==> config.mk <==
export PLATFORM = sky130hd
export DESIGN_NAME = matrix_multiply_4x4_top
export DESIGN_NICKNAME = d
export VERILOG_FILES = /design/src/design/mm4_pkg.sv /design/src/design/mm4_store.sv /design/src/design/mm4_lane.sv /design/src/design/mm4_merge.sv /design/src/design/matrix_multiply_4x4_top.sv
export SDC_FILE = /design/constraint.sdc
export NUM_CORES = 2
export LEC_CHECK = 0
export BUFFER_PORTS_ARGS = -buffer_cell sky130_fd_sc_hd__buf_4
export CAP_MARGIN = 30
export CORE_MARGIN = 3
export CORE_UTILIZATION = 50
export DETAILED_ROUTE_END_ITERATION = 8
export PLACE_DENSITY_LB_ADDON = 0.05
export SLEW_MARGIN = 10
export SYNTH_ARGS = -nofsm -noshare
export SYNTH_HDL_FRONTEND = slang
export SYNTH_SLANG_ARGS = --single-unit
==> constraint.sdc <==
create_clock -name clk_i -period 13.9 [get_ports clk_i]
set_input_delay 2.78 -clock clk_i [delete_from_list [all_inputs] [get_ports clk_i]]
set_output_delay 2.78 -clock clk_i [all_outputs]
set_load 0.05 [all_outputs]
==> src/design/mm4_pkg.sv <==
// Package with the shared widths, types and constants of the 4x4 matrix multiplier.
`timescale 1ns / 1ps
`default_nettype none

package mm4_pkg;

  // Default matrix dimension.
  localparam int DIM_DEF = 4;

  // Element widths: Q8.8 operands and the Q18.16 result.
  localparam int IN_W  = 16;
  localparam int MUL_W = 2 * IN_W;
  localparam int OUT_W = 34;
  localparam int IDX_OUT_W = 2;

  // Result range; sums beyond it are clamped.
  localparam longint PROD_MAX = 64'sd8589934591;
  localparam longint PROD_MIN = -64'sd8589934592;

  // Sequencer states.
  typedef enum logic [1:0] {
    ST_LOAD,
    ST_ISSUE,
    ST_WAIT
  } seq_state_e;

  // Control word that travels down the multiply-accumulate pipeline.
  typedef struct packed {
    logic valid;
    logic first;
    logic last;
  } mac_ctl_t;

  // Status of the output buffer as seen by the sequencer.
  typedef struct packed {
    logic capture;
    logic pending;
  } mrg_status_t;

endpackage

`default_nettype wire

==> src/design/mm4_store.sv <==
// Element stores for both matrices with registered read ports.
`timescale 1ns / 1ps
`default_nettype none

module mm4_store
  import mm4_pkg::*;
#(
  parameter int MATRIX_DIM = DIM_DEF
) (
  input  wire logic                               clk_i,
  input  wire logic                               rst_ni,
  input  wire logic                               wr_en_i,
  input  wire logic [$clog2(MATRIX_DIM*MATRIX_DIM)-1:0] wr_idx_i,
  input  wire logic [$clog2(MATRIX_DIM)-1:0]      wr_row_i,
  input  wire logic [$clog2(MATRIX_DIM)-1:0]      wr_col_i,
  input  wire logic [IN_W-1:0]                    a_wdata_i,
  input  wire logic [IN_W-1:0]                    b_wdata_i,
  input  wire mac_ctl_t                           ctl_i,
  input  wire logic [$clog2(MATRIX_DIM*MATRIX_DIM)-1:0] a_raddr_i,
  input  wire logic [$clog2(MATRIX_DIM)-1:0]      b_raddr_i,
  output mac_ctl_t                                ctl_o,
  output logic [IN_W-1:0]                         a_rdata_o,
  output logic [MATRIX_DIM-1:0][IN_W-1:0]         b_rdata_o
);

  localparam int ELEMS = MATRIX_DIM * MATRIX_DIM;

  // Left matrix is kept element by element, right matrix as whole rows.
  logic [IN_W-1:0]                 a_mem [ELEMS];
  logic [MATRIX_DIM-1:0][IN_W-1:0] b_mem [MATRIX_DIM];
  logic [IN_W-1:0]                 a_rd_q;
  logic [MATRIX_DIM-1:0][IN_W-1:0] b_rd_q;
  mac_ctl_t                        ctl_q;

  // Write port: one element of each matrix per loaded beat.
  always_ff @(posedge clk_i) begin
    if (wr_en_i) begin
      a_mem[wr_idx_i]           <= a_wdata_i;
      b_mem[wr_row_i][wr_col_i] <= b_wdata_i;
    end
  end

  // Read port: one element of A and one row of B, registered.
  always_ff @(posedge clk_i) begin
    a_rd_q <= a_mem[a_raddr_i];
    b_rd_q <= b_mem[b_raddr_i];
  end

  // The control word is registered alongside the read data, so the two stay aligned.
  always_ff @(posedge clk_i or negedge rst_ni) begin
    if (!rst_ni) begin
      ctl_q <= '0;
    end else begin
      ctl_q <= ctl_i;
    end
  end

  assign ctl_o     = ctl_q;
  assign a_rdata_o = a_rd_q;
  assign b_rdata_o = b_rd_q;

endmodule

`default_nettype wire

==> src/design/mm4_lane.sv <==
// One multiply-accumulate lane that builds one column of the current product row.
`timescale 1ns / 1ps
`default_nettype none

module mm4_lane
  import mm4_pkg::*;
#(
  parameter int MATRIX_DIM = DIM_DEF
) (
  input  wire logic                                      clk_i,
  input  wire logic                                      rst_ni,
  input  wire mac_ctl_t                                  ctl_i,
  input  wire logic [IN_W-1:0]                           a_i,
  input  wire logic [IN_W-1:0]                           b_i,
  output logic                                           done_o,
  output logic [MUL_W+$clog2(MATRIX_DIM)+2-1:0]          acc_o
);

  localparam int ACC_W = MUL_W + $clog2(MATRIX_DIM) + 2;

  mac_ctl_t                 ctl_q;
  logic                     done_q;
  logic signed [MUL_W-1:0]  prod_d;
  logic signed [MUL_W-1:0]  prod_q;
  logic signed [ACC_W-1:0]  acc_d;
  logic signed [ACC_W-1:0]  acc_q;

  // Signed 16x16 product, registered before the adder.
  assign prod_d = $signed(a_i) * $signed(b_i);

  // The first term of a row restarts the sum.
  always_comb begin
    if (ctl_q.first) begin
      acc_d = ACC_W'(prod_q);
    end else begin
      acc_d = acc_q + ACC_W'(prod_q);
    end
  end

  always_ff @(posedge clk_i) begin
    prod_q <= prod_d;
    if (ctl_q.valid) begin
      acc_q <= acc_d;
    end
  end

  // Control pipeline; done marks a finished row sum.
  always_ff @(posedge clk_i or negedge rst_ni) begin
    if (!rst_ni) begin
      ctl_q  <= '0;
      done_q <= 1'b0;
    end else begin
      ctl_q  <= ctl_i;
      done_q <= ctl_q.valid & ctl_q.last;
    end
  end

  assign done_o = done_q;
  assign acc_o  = acc_q;

endmodule

`default_nettype wire

==> src/design/mm4_merge.sv <==
// Merging stage: clamps the lane sums of a row and sends them out one beat at a time.
`timescale 1ns / 1ps
`default_nettype none

module mm4_merge
  import mm4_pkg::*;
#(
  parameter int MATRIX_DIM = DIM_DEF
) (
  input  wire logic                                              clk_i,
  input  wire logic                                              rst_ni,
  input  wire logic                                              done_i,
  input  wire logic [MATRIX_DIM-1:0][MUL_W+$clog2(MATRIX_DIM)+2-1:0] acc_i,
  output mrg_status_t                                            status_o,
  output logic                                                   out_valid_o,
  input  wire logic                                              out_stall_i,
  output logic [OUT_W-1:0]                                       product_value_o,
  output logic [IDX_OUT_W-1:0]                                   row_index_o,
  output logic [IDX_OUT_W-1:0]                                   col_index_o,
  output logic                                                   last_o
);

  localparam int ACC_W = MUL_W + $clog2(MATRIX_DIM) + 2;
  localparam int IDX_W = $clog2(MATRIX_DIM);
  localparam logic signed [ACC_W-1:0] SAT_HI = ACC_W'(PROD_MAX);
  localparam logic signed [ACC_W-1:0] SAT_LO = ACC_W'(PROD_MIN);
  localparam logic [IDX_W-1:0] IDX_END = IDX_W'(MATRIX_DIM - 1);

  logic [OUT_W-1:0] sat_d [MATRIX_DIM];
  logic [OUT_W-1:0] buf_q [MATRIX_DIM];
  logic             pend_q;
  logic             occ_q;
  logic [IDX_W-1:0] row_q;
  logic [IDX_W-1:0] col_q;
  logic             capture;
  logic             take;

  // Clamp each lane sum to the result range.
  always_comb begin
    for (int j = 0; j < MATRIX_DIM; j++) begin
      if ($signed(acc_i[j]) > SAT_HI) begin
        sat_d[j] = OUT_W'(SAT_HI);
      end else if ($signed(acc_i[j]) < SAT_LO) begin
        sat_d[j] = OUT_W'(SAT_LO);
      end else begin
        sat_d[j] = acc_i[j][OUT_W-1:0];
      end
    end
  end

  // A finished row moves into the buffer once the previous row has left.
  assign capture = pend_q & ~occ_q;
  assign take    = occ_q & ~out_stall_i;

  always_ff @(posedge clk_i) begin
    if (capture) begin
      for (int j = 0; j < MATRIX_DIM; j++) begin
        buf_q[j] <= sat_d[j];
      end
    end
  end

  // Buffer occupancy, row and column counters.
  always_ff @(posedge clk_i or negedge rst_ni) begin
    if (!rst_ni) begin
      pend_q <= 1'b0;
      occ_q  <= 1'b0;
      row_q  <= '0;
      col_q  <= '0;
    end else begin
      if (done_i) begin
        pend_q <= 1'b1;
      end else if (capture) begin
        pend_q <= 1'b0;
      end
      if (capture) begin
        occ_q <= 1'b1;
      end else if (take && col_q == IDX_END) begin
        occ_q <= 1'b0;
      end
      if (take) begin
        if (col_q == IDX_END) begin
          col_q <= '0;
          row_q <= (row_q == IDX_END) ? '0 : row_q + 1'b1;
        end else begin
          col_q <= col_q + 1'b1;
        end
      end
    end
  end

  assign status_o.capture = capture;
  assign status_o.pending = pend_q;

  assign out_valid_o     = occ_q;
  assign product_value_o = buf_q[col_q];
  assign row_index_o     = IDX_OUT_W'(row_q);
  assign col_index_o     = IDX_OUT_W'(col_q);
  assign last_o          = (row_q == IDX_END) && (col_q == IDX_END);

endmodule

`default_nettype wire

==> src/design/matrix_multiply_4x4_top.sv <==
// Top level of the fixed-point square matrix multiplier C = A * B.
//
// Input channel: each beat carries one element of A and the element of B at
// the same position, in row-major order, as signed Q8.8. A beat is taken
// whenever the block is loading; in_stall_o is high during compute.
// After the last of the MATRIX_DIM*MATRIX_DIM pairs, one lane per column
// forms a whole row of C: MATRIX_DIM reads of the shared store port, then
// the store read register, the product register, the accumulator and a
// handoff into the output buffer. The read port of the left-matrix store,
// one element per cycle, sets the pace of each row.
// With MATRIX_DIM = 4 a matrix pair is sixteen input beats; the last row
// of C drains while the next pair is loading.
// Output channel: the elements of C come in row-major order as Q18.16 with
// row and column tags; last_o marks the final element. When the receiver
// stalls, the beat holds and the row after it waits in the lanes.
// Reset clears the load counter and all control state; the stores are not
// cleared since every entry is written before it is read.
`timescale 1ns / 1ps
`default_nettype none

module matrix_multiply_4x4_top
  import mm4_pkg::*;
#(
  parameter int MATRIX_DIM = DIM_DEF
) (
  input  wire logic                  clk_i,
  input  wire logic                  rst_ni,
  input  wire logic                  in_valid_i,
  output logic                       in_stall_o,
  input  wire logic [IN_W-1:0]       a_value_i,
  input  wire logic [IN_W-1:0]       b_value_i,
  output logic                       out_valid_o,
  input  wire logic                  out_stall_i,
  output logic [OUT_W-1:0]           product_value_o,
  output logic [IDX_OUT_W-1:0]       row_index_o,
  output logic [IDX_OUT_W-1:0]       col_index_o,
  output logic                       last_o
);

  localparam int ELEMS = MATRIX_DIM * MATRIX_DIM;
  localparam int CNT_W = $clog2(ELEMS);
  localparam int IDX_W = $clog2(MATRIX_DIM);
  localparam int ACC_W = MUL_W + $clog2(MATRIX_DIM) + 2;
  localparam logic [CNT_W-1:0] CNT_END = CNT_W'(ELEMS - 1);
  localparam logic [IDX_W-1:0] IDX_END = IDX_W'(MATRIX_DIM - 1);

  seq_state_e state_q, state_d;
  logic [CNT_W-1:0] load_idx_q, load_idx_d;
  logic [IDX_W-1:0] load_row_q, load_row_d;
  logic [IDX_W-1:0] load_col_q, load_col_d;
  logic [IDX_W-1:0] row_q, row_d;
  logic [IDX_W-1:0] k_q, k_d;
  logic             in_take;
  mac_ctl_t         iss_ctl;
  logic [CNT_W-1:0] a_raddr;

  mac_ctl_t                        rd_ctl;
  logic [IN_W-1:0]                 a_rdata;
  logic [MATRIX_DIM-1:0][IN_W-1:0] b_rdata;
  logic [MATRIX_DIM-1:0]           lane_done;
  logic [MATRIX_DIM-1:0][ACC_W-1:0] lane_acc;
  mrg_status_t                     mrg_status;

  assign in_take = in_valid_i & ~in_stall_o;

  // Next-state logic of the sequencer.
  always_comb begin
    state_d = state_q;
    case (state_q)
      ST_LOAD: begin
        if (in_take && load_idx_q == CNT_END) begin
          state_d = ST_ISSUE;
        end
      end
      ST_ISSUE: begin
        if (k_q == IDX_END) begin
          state_d = ST_WAIT;
        end
      end
      ST_WAIT: begin
        if (mrg_status.capture) begin
          state_d = (row_q == IDX_END) ? ST_LOAD : ST_ISSUE;
        end
      end
      default: begin
        state_d = ST_LOAD;
      end
    endcase
  end

  // Counter updates for loading and for row issue.
  always_comb begin
    load_idx_d = load_idx_q;
    load_row_d = load_row_q;
    load_col_d = load_col_q;
    row_d      = row_q;
    k_d        = k_q;
    if (in_take) begin
      if (load_idx_q == CNT_END) begin
        load_idx_d = '0;
        load_row_d = '0;
        load_col_d = '0;
      end else begin
        load_idx_d = load_idx_q + 1'b1;
        if (load_col_q == IDX_END) begin
          load_col_d = '0;
          load_row_d = load_row_q + 1'b1;
        end else begin
          load_col_d = load_col_q + 1'b1;
        end
      end
    end
    if (state_q == ST_ISSUE) begin
      k_d = (k_q == IDX_END) ? '0 : k_q + 1'b1;
    end
    if (state_q == ST_WAIT && mrg_status.capture) begin
      row_d = (row_q == IDX_END) ? '0 : row_q + 1'b1;
    end
  end

  // Output logic of the sequencer.
  always_comb begin
    in_stall_o    = 1'b1;
    iss_ctl       = '0;
    case (state_q)
      ST_LOAD: begin
        in_stall_o = 1'b0;
      end
      ST_ISSUE: begin
        iss_ctl.valid = 1'b1;
        iss_ctl.first = (k_q == '0);
        iss_ctl.last  = (k_q == IDX_END);
      end
      ST_WAIT: begin
        in_stall_o = 1'b1;
      end
      default: begin
        in_stall_o = 1'b1;
      end
    endcase
  end

  assign a_raddr = CNT_W'(row_q * MATRIX_DIM) + CNT_W'(k_q);

  always_ff @(posedge clk_i or negedge rst_ni) begin
    if (!rst_ni) begin
      state_q    <= ST_LOAD;
      load_idx_q <= '0;
      load_row_q <= '0;
      load_col_q <= '0;
      row_q      <= '0;
      k_q        <= '0;
    end else begin
      state_q    <= state_d;
      load_idx_q <= load_idx_d;
      load_row_q <= load_row_d;
      load_col_q <= load_col_d;
      row_q      <= row_d;
      k_q        <= k_d;
    end
  end

  // Matrix stores.
  mm4_store #(
    .MATRIX_DIM(MATRIX_DIM)
  ) u_store (
    .clk_i     (clk_i),
    .rst_ni    (rst_ni),
    .wr_en_i   (in_take),
    .wr_idx_i  (load_idx_q),
    .wr_row_i  (load_row_q),
    .wr_col_i  (load_col_q),
    .a_wdata_i (a_value_i),
    .b_wdata_i (b_value_i),
    .ctl_i     (iss_ctl),
    .a_raddr_i (a_raddr),
    .b_raddr_i (k_q),
    .ctl_o     (rd_ctl),
    .a_rdata_o (a_rdata),
    .b_rdata_o (b_rdata)
  );

  // One lane per column of the product row.
  for (genvar j = 0; j < MATRIX_DIM; j++) begin : g_lane
    mm4_lane #(
      .MATRIX_DIM(MATRIX_DIM)
    ) u_lane (
      .clk_i  (clk_i),
      .rst_ni (rst_ni),
      .ctl_i  (rd_ctl),
      .a_i    (a_rdata),
      .b_i    (b_rdata[j]),
      .done_o (lane_done[j]),
      .acc_o  (lane_acc[j])
    );
  end

  // Output buffer and serializer.
  mm4_merge #(
    .MATRIX_DIM(MATRIX_DIM)
  ) u_merge (
    .clk_i           (clk_i),
    .rst_ni          (rst_ni),
    .done_i          (lane_done[0]),
    .acc_i           (lane_acc),
    .status_o        (mrg_status),
    .out_valid_o     (out_valid_o),
    .out_stall_i     (out_stall_i),
    .product_value_o (product_value_o),
    .row_index_o     (row_index_o),
    .col_index_o     (col_index_o),
    .last_o          (last_o)
  );

`ifndef NO_ASSERTIONS
  // A row finishes only while the sequencer waits for it.
  a_done_in_wait: assert property (@(posedge clk_i) disable iff (!rst_ni)
    lane_done[0] |-> state_q == ST_WAIT)
    else $error("row finished outside the wait state");

  // All lanes finish their row in the same cycle.
  a_lanes_aligned: assert property (@(posedge clk_i) disable iff (!rst_ni)
    lane_done[0] |-> (&lane_done))
    else $error("lanes out of step");

  // Nothing follows the final element until a new pair is loaded.
  a_last_drains: assert property (@(posedge clk_i) disable iff (!rst_ni)
    out_valid_o && last_o && !out_stall_i |=> !out_valid_o)
    else $error("output after the final element");

  // While loading, no finished row may still wait for the buffer.
  a_load_clean: assert property (@(posedge clk_i) disable iff (!rst_ni)
    state_q == ST_LOAD |-> !mrg_status.pending)
    else $error("pending row during load");
`endif

endmodule

`default_nettype wire

# Yosys cells after proc, flatten, opt, wreduce, memory -nomap -nowiden
# Memory sizes are Yosys's and may differ from the RTL's. A register that Yosys moved wholly into a read port is not among the register bits.
# Cells that the tools add are included.
dict set report word_totals {
  register_bits 299
  ramBits 648
  input_bits 36
  output_inout_bits 41
  word_cells 123
  memories 3
}
# memory depth width read_ports rd_ports_with_merged_regs write_ports line
set mem_list {}
lappend mem_list {u_store.a_mem 16 16 1 1 1 mm4_store.sv:29} ;# logic [IN_W-1:0] a_mem [ELEMS];
lappend mem_list {u_store.b_mem 4 64 1 1 1 mm4_store.sv:30} ;# logic [MATRIX_DIM-1:0][IN_W-1:0] b_mem [MATRIX_DIM];
lappend mem_list {u_merge.buf_q 4 34 1 0 4 mm4_merge.sv:30} ;# logic [OUT_W-1:0] buf_q [MATRIX_DIM];
dict set report classes {
  n_addsub 12
  mul 4
  n_lt_le_gt_ge 10
  n_eq_ne 11
  n_mux 39
  bitwise 6
  reduce_logical 13
}
# operator count
set ops {}
lappend ops {{$mux W34} 8}
lappend ops {{$add A36 B32 Y36} 4}
lappend ops {{$gt A36 B34 Y1 const B} 4}
lappend ops {{$lt A36 B34 Y1 const B} 4}
lappend ops {{$mux W36} 4}
lappend ops {{$mul A16 B16 Y32} 4}
lappend ops {{$mux W64} 1}
lappend ops {{$demux W16 S2} 1}
lappend ops {{$mux W2} 11}
lappend ops {{$mux W16} 1}
lappend ops {{$add A2 B1 Y2 const B} 6}
lappend ops {{$eq A2 B2 Y1 const B} 6}
lappend ops {{$mux W1} 10}
lappend ops {{$ne A2 B1 Y1 const B} 3}
lappend ops {{$pmux W2 S3} 1}
lappend ops {{$reduce_bool A2 Y1} 3}
lappend ops {{$logic_and A1 B1 Y1} 5}
lappend ops {{$add A4 B1 Y4 const B} 1}
lappend ops {{$add A4 B2 Y4} 1}
lappend ops {{$and A1 B1 Y1} 4}
lappend ops {{$eq A4 B4 Y1 const B} 1}
lappend ops {{$logic_not A2 Y1} 2}
lappend ops {{$mux W4} 1}
lappend ops {{$reduce_and A2 Y1} 2}
lappend ops {{6 further kinds} 7}

# Depth between registers and ports, before layout
dict set report logic_depth {
  word_depth 5
  ltp_mapped 27
  mapped_depth_nobuf 25
}

# Modules after synthesis
# From an unflattened synthesis, not the netlist that was laid out.
dict set report unflattened {
  cells_unflattened 7646
  area_unflattened_um2 84994.0
}
# mod n_inst cells_per_inst area_per_inst_um2 seq_area_each_um2
set by_module_without_submodules {}
lappend by_module_without_submodules {mm4_store 1 856 20697.4 17051.4}
lappend by_module_without_submodules {{mm4_lane at g_lane[0].u_lane} 1 1550 14109.8 1821.7}
lappend by_module_without_submodules {{mm4_lane at g_lane[1].u_lane} 1 1537 14061.0 1821.7}
lappend by_module_without_submodules {{mm4_lane at g_lane[2].u_lane} 1 1507 13902.1 1821.7}
lappend by_module_without_submodules {{mm4_lane at g_lane[3].u_lane} 1 1497 13899.6 1821.7}
lappend by_module_without_submodules {mm4_merge 1 632 7583.5 4234.1}
lappend by_module_without_submodules {matrix_multiply_4x4_top 1 67 740.7 350.3}

# Worst setup path after synthesis
# Ideal clock, no wire load.
dict set report synth_path {
  kind {flip-flop to flip-flop}
  startpoint {register u_merge.occ_q, in the netlist u_merge.out_valid_o}
  endpoint {register row_q[1]}
  setup_time_ns 0.125
  arrival_ns 7.521
  required_time_ns 13.775
  slack_ns 6.254
  stages_incl_launch_ff 5
  n_path_buf 0
  period_less_slack_ns 7.646
  path_cell_list {dfrtp_1 -> nor2b_1 -> nor2b_1 -> nand2_1 -> mux2_2}
}
dict set report synth_between {
  elab_chain_len 3
}
# item line
set synth_rtl {}
lappend synth_rtl {{from (decl)} mm4_merge.sv:32} ;# logic occ_q;
lappend synth_rtl {{from (signal assigned)} mm4_merge.sv:67} ;# occ_q <= 1'b0;
lappend synth_rtl {{from (signal assigned)} mm4_merge.sv:77} ;# occ_q <= 1'b1;
lappend synth_rtl {{from (signal assigned)} mm4_merge.sv:79} ;# occ_q <= 1'b0;
lappend synth_rtl {{$not A1 Y1} mm4_merge.sv:52} ;# assign capture = pend_q & ~occ_q;
lappend synth_rtl {{$and A1 B1 Y1} mm4_merge.sv:52}
lappend synth_rtl {{named net u_merge.capture} mm4_merge.sv:35} ;# logic capture;
lappend synth_rtl {{$logic_and A1 B1 Y1} matrix_multiply_4x4_top.sv:116} ;# if (state_q == ST_WAIT && mrg_status.capture) begin
lappend synth_rtl {{to (signal assigned)} matrix_multiply_4x4_top.sv:158} ;# row_q <= row_d;
lappend synth_rtl {{to (decl)} matrix_multiply_4x4_top.sv:51} ;# logic [IDX_W-1:0] row_q, row_d;
# The timed path passes the listed nets, and every way through them passes these cells.
# A chain may end at the register's enable or synchronous reset.

# Worst setup path in the final report
dict set report layout_path {
  startpoint {register u_store.a_rd_q[13], in the netlist u_store.a_rdata_o[13] (read register of u_store.a_mem)}
  endpoint {register g_lane[1].u_lane.prod_q[31]}
}
dict set report layout_between {
  elab_chain_len 1
}
# item line
set layout_rtl {}
lappend layout_rtl {{from (decl)} mm4_store.sv:31} ;# logic [IN_W-1:0] a_rd_q;
lappend layout_rtl {{$mul A16 B16 Y32} mm4_lane.sv:29} ;# assign prod_d = $signed(a_i) * $signed(b_i);
lappend layout_rtl {{named net g_lane[1].u_lane.prod_d[31]} mm4_lane.sv:23} ;# logic signed [MUL_W-1:0] prod_d;
lappend layout_rtl {{to (signal assigned)} mm4_lane.sv:41} ;# prod_q <= prod_d;
lappend layout_rtl {{to (decl)} mm4_lane.sv:24} ;# logic signed [MUL_W-1:0] prod_q;
# The timed path passes the listed nets, and every way through them passes these cells.

==> metrics.md <==
| Metric | Value |
|---|---|
| Worst-path cell chain | buf_4 -> nand2_1 -> fa_1 -> inv_1 -> fa_1 -> fa_1 -> fa_1 -> fa_1 -> inv_1 -> fa_1 -> inv_1 -> ha_1 -> a21o_1 -> a21o_1 -> a21o_1 -> or3_1 -> a211oi_1 -> nor3_1 -> a41o_1 -> o41a_1 -> a21o_1 -> a21oi_2 -> xnor2_1 |
| Clk pin slew, worst setup/hold paths | 0.07 ns |
| IO Pins | 77 |
| Critical Path AT | 8.34 ns |
| Initial antenna violation count | 11 |
| Remaining DRCs | 0 |
| WHS Path Cells | 0 |
| Die Span X | 410 um |
| Post-synth top flop | edfxtp_1 |
| Mapped Area | 81800 sq um |
| Post-synth top area share | 29.1% |
| Grt total ovfl | 0 |
| Tightest Hold Check Type | flip-flop to flip-flop |
| TritonCTS Buffers | 110 |
| # setup viols final | 0 |
| Antenna viol nets, final | 0 |
| First-pass GRT wire length | 318000 um |
| Routed via count | 50700 |
| Busiest grt layer | met2 |
| WP buf/inv | 4 |
| Mean number of vias per cell | 5.39 |
| Max Cap Violations | 0 |
| CP peak stage delay | 0.87 ns |
| Clock Latency Late Sink | 0.79 ns |
| Setup Buffers After CTS | 0 |
| Gr usage total | 24.6% |
| Number of synthesized flops with an enable pin | 792 |
| Num rows | 147 |
| Critical R2R Launch | u_store.a_rdata_o[13] |
| Final TNS setup | 0 ns |
| WHS Endpoint | g_lane[0].u_lane.ctl_q[0] |
| Slew @ Worst Pin | 0.997 ns |
| Die area | 168000 sq um |
| FF+latch count, synth | 1027 |
| Top cells by area, synth | edfxtp_1 29%, fa_1 26%, ha_1 7.4% |
| Reg2reg setup slack | 6.11 ns |
| CP most frequent cell | fa_1 |
| Slew Limit Fails | 0 |
| CP startpoint kind | flip-flop |
| Clk Tree Root Cell | clkbuf_16 |
| Area leader, netlist | edfxtp_1 |
| Met3 Usage GRT | 3.59% |
| Cts hold-fix bufs | 0 |
| Required time worst endpoint | 14.46 ns |
| Yosys warns | 0 |
| Reg2reg path depth | 23 |
| Crit-path leading delay family | adder cells |
| Status | finished, final reports clean |
| GR met2 Demand/Resource | 38.5% |
| CTS-repair resized insts | 0 |
| Area growth syn-to-layout | 8.12% |
| CP max FO | 33 |
| Crit. End Element | flip-flop |
| DR WL/cell | 21.4 um |
| Final critical-path required period | 7.79 ns |
| Mapped Cells | 7154 |
| Critical path type | flip-flop to flip-flop |
| Clock Sinks | 1027 |
| M1 GR Usage | 35.8% |
| Sequential area share after synthesis | 35.0% |
| CTS H-tree lvls | 3 |
| IO buf count | 76 |
| Dpl hpwl | 150000 um |
| Post-synthesis async set-or-reset flop share | 2.63% |
| RSZ-0062 raised after global routing | no |
| R2r endpoint | g_lane[1].u_lane.prod_q[31] |
| Post-synth net total | 8727 |
| CTS tree | built |
| Cell variety after synth | 88 |
| Max Clock Skew | 0.120 ns |
| Syn_area_per_cell | 11.4 sq um |
| Initial drt markers | 3395 |
| F_max | 128 MHz |
| Vias in the first global route | 53900 |
| Count leader, synth | inv_1 |
| Top cells by count, synth | 1197 x inv_1, 1052 x fa_1, 792 x edfxtp_1 |
| Slew headroom | 33.4% |
| TritonRoute pass-1 iters | 7 |
| Hold Crit Start | u_store.ctl_o[0] |
| Pin count of the biggest net entering global routing | 144 |
| Layout Nets | 8705 |
| Fraction of layout cells with a size suffix above 1 | 7.87% |
| Drt total wl | 201000 um |
| Initial core utilization | 50.6% |
| Routability cong. | 0.857 |
| CTS max path bufs | 3 |
| Final hold vios | 0 |
| Total core area | 161000 sq um |
| CP max-delay cell | dfxtp_2 |
| Die Height | 410 um |
| Final Cycle Share | 56.0% |
[cells by family (layout without fill, tap and decap cells)]
logic type | count (synthesis) | in the layout | synth area share, %
XOR/XNOR | 265 | 265 | 2.84
AO/OA/AOI/OAI | 795 | 795 | 6.23
AND/OR/NAND/NOR | 1858 | 1858 | 10.8
flip-flops | 1027 | 1027 | 35.0
adder cells (fa/ha/maj) | 1537 | 1537 | 33.2
other | 0 | 1 | 0
multiplexers | 195 | 195 | 5.13
buffers and inverters | 1477 | 1552 | 6.79
[state kept, by name, summed over array words and instances (netlist names)]
| signal | count |
|---|---|
| u_store.b_mem | 256 |
| u_merge.col_index_o | 2 |
| u_store.a_mem | 256 |
| load_col_q | 2 |
| u_merge.row_index_o | 2 |
| g_lane.u_lane.prod_q | 128 |
| load_idx_q | 4 |
| g_lane.u_lane.done_o | 1 |
| load_row_q | 2 |
| u_merge.pend_q | 1 |
| u_store.ctl_o | 3 |
| k_q | 2 |
| u_merge.buf_q | 136 |
| u_merge.out_valid_o | 1 |
| u_store.b_rdata_o | 64 |
| state_q | 2 |
| g_lane.u_lane.ctl_q | 3 |
| g_lane.u_lane.acc_o | 144 |
| row_q | 2 |
| u_store.a_rdata_o | 16 |
[routing by layer]
layer	part of all wire, %	vias up
met3	5.2	232
met5	0	-
met4	3.1	0
met1	46	26100
met2	45	1144
li1	-	23200
[how the worst max path moves through the flow]
| stage | from | to | slack (ns) | depth (start not counted) |
|---|---|---|---|---|
| final | u_store.a_rdata_o[13] | g_lane[1].u_lane.prod_q[31] | 6.11 | 23 |
| after global routing | u_store.a_rdata_o[15] | g_lane[1].u_lane.prod_q[31] | 5.81 | 21 |
| after CTS | u_store.a_rdata_o[13] | g_lane[1].u_lane.prod_q[31] | 6.15 | 23 |
| after detailed placement | u_store.a_rdata_o[13] | g_lane[1].u_lane.prod_q[31] | 6.29 | 23 |
| after global placement | u_store.a_rdata_o[13] | g_lane[1].u_lane.prod_q[31] | 6.36 | 23 |
| after floorplan | u_merge.out_valid_o | row_q[1] | 6.25 | 4 |
[layout make-up]
cell class	count	area, sq um
Multi-Input combinational cell	4650	47700
Inverter	1197	4490
Antenna cell	1	2.50
Sequential cell	1027	28700
Tap cell	2160	2700
Clock inverter	41	502
Clock buffer	168	3150
Fill cell	14100	73100
Timing Repair Buffer	146	1260
[metrics by stage]
step	utilization [%]	area, sq um	setup slack [ns]	hold slack (ns)	std cells
after floorplan	-	81800	6.25	0.331	7154
after CTS	54.7	88300	6.15	0.352	9383
after detailed placement	52.4	84700	6.29	0.340	9174
after global placement	52.4	84500	6.36	0.332	9170
final	54.8	88400	6.11	0.351	9390
after global routing	54.8	88400	5.81	0.354	9389
[placed cells by master (no fill, tap or decap), types with 10 or more instances in the layout]
| cell type | Yosys | layout |
|---|---|---|
| dfxtp_1 | 208 | 192 |
| a31oi_1 | 14 | 14 |
| a211o_1 | 10 | 10 |
| o31ai_1 | 15 | 15 |
| nand2_1 | 678 | 678 |
| o21bai_1 | 54 | 54 |
| dfxtp_2 | 0 | 16 |
| a211oi_1 | 25 | 25 |
| clkbuf_1 | 255 | 40 |
| xor2_1 | 83 | 83 |
| clkbuf_16 | 0 | 112 |
| buf_4 | 0 | 135 |
| o21a_1 | 36 | 36 |
| mux2_2 | 14 | 14 |
| a21oi_1 | 194 | 194 |
| inv_1 | 1197 | 1197 |
| nor3_1 | 25 | 25 |
| nor2_1 | 422 | 417 |
| ha_1 | 485 | 485 |
| or3_1 | 11 | 11 |
| xnor2_1 | 182 | 182 |
| dfrtp_1 | 27 | 21 |
| nor2b_1 | 28 | 27 |
| nand3_1 | 42 | 42 |
| and3_1 | 42 | 42 |
| nand2b_1 | 47 | 47 |
| o31a_1 | 11 | 11 |
| clkbuf_8 | 0 | 13 |
| and2_1 | 515 | 515 |
| and4_1 | 14 | 14 |
| clkinv_2 | 0 | 19 |
| a21o_1 | 116 | 116 |
| fa_1 | 1052 | 1052 |
| mux4_2 | 178 | 178 |
| edfxtp_1 | 792 | 792 |
| o21ai_0 | 232 | 232 |
Power is left out: the tool's default activity adds up to more than one toggle a clock period on the data nets, which glitch-free logic cannot reach.
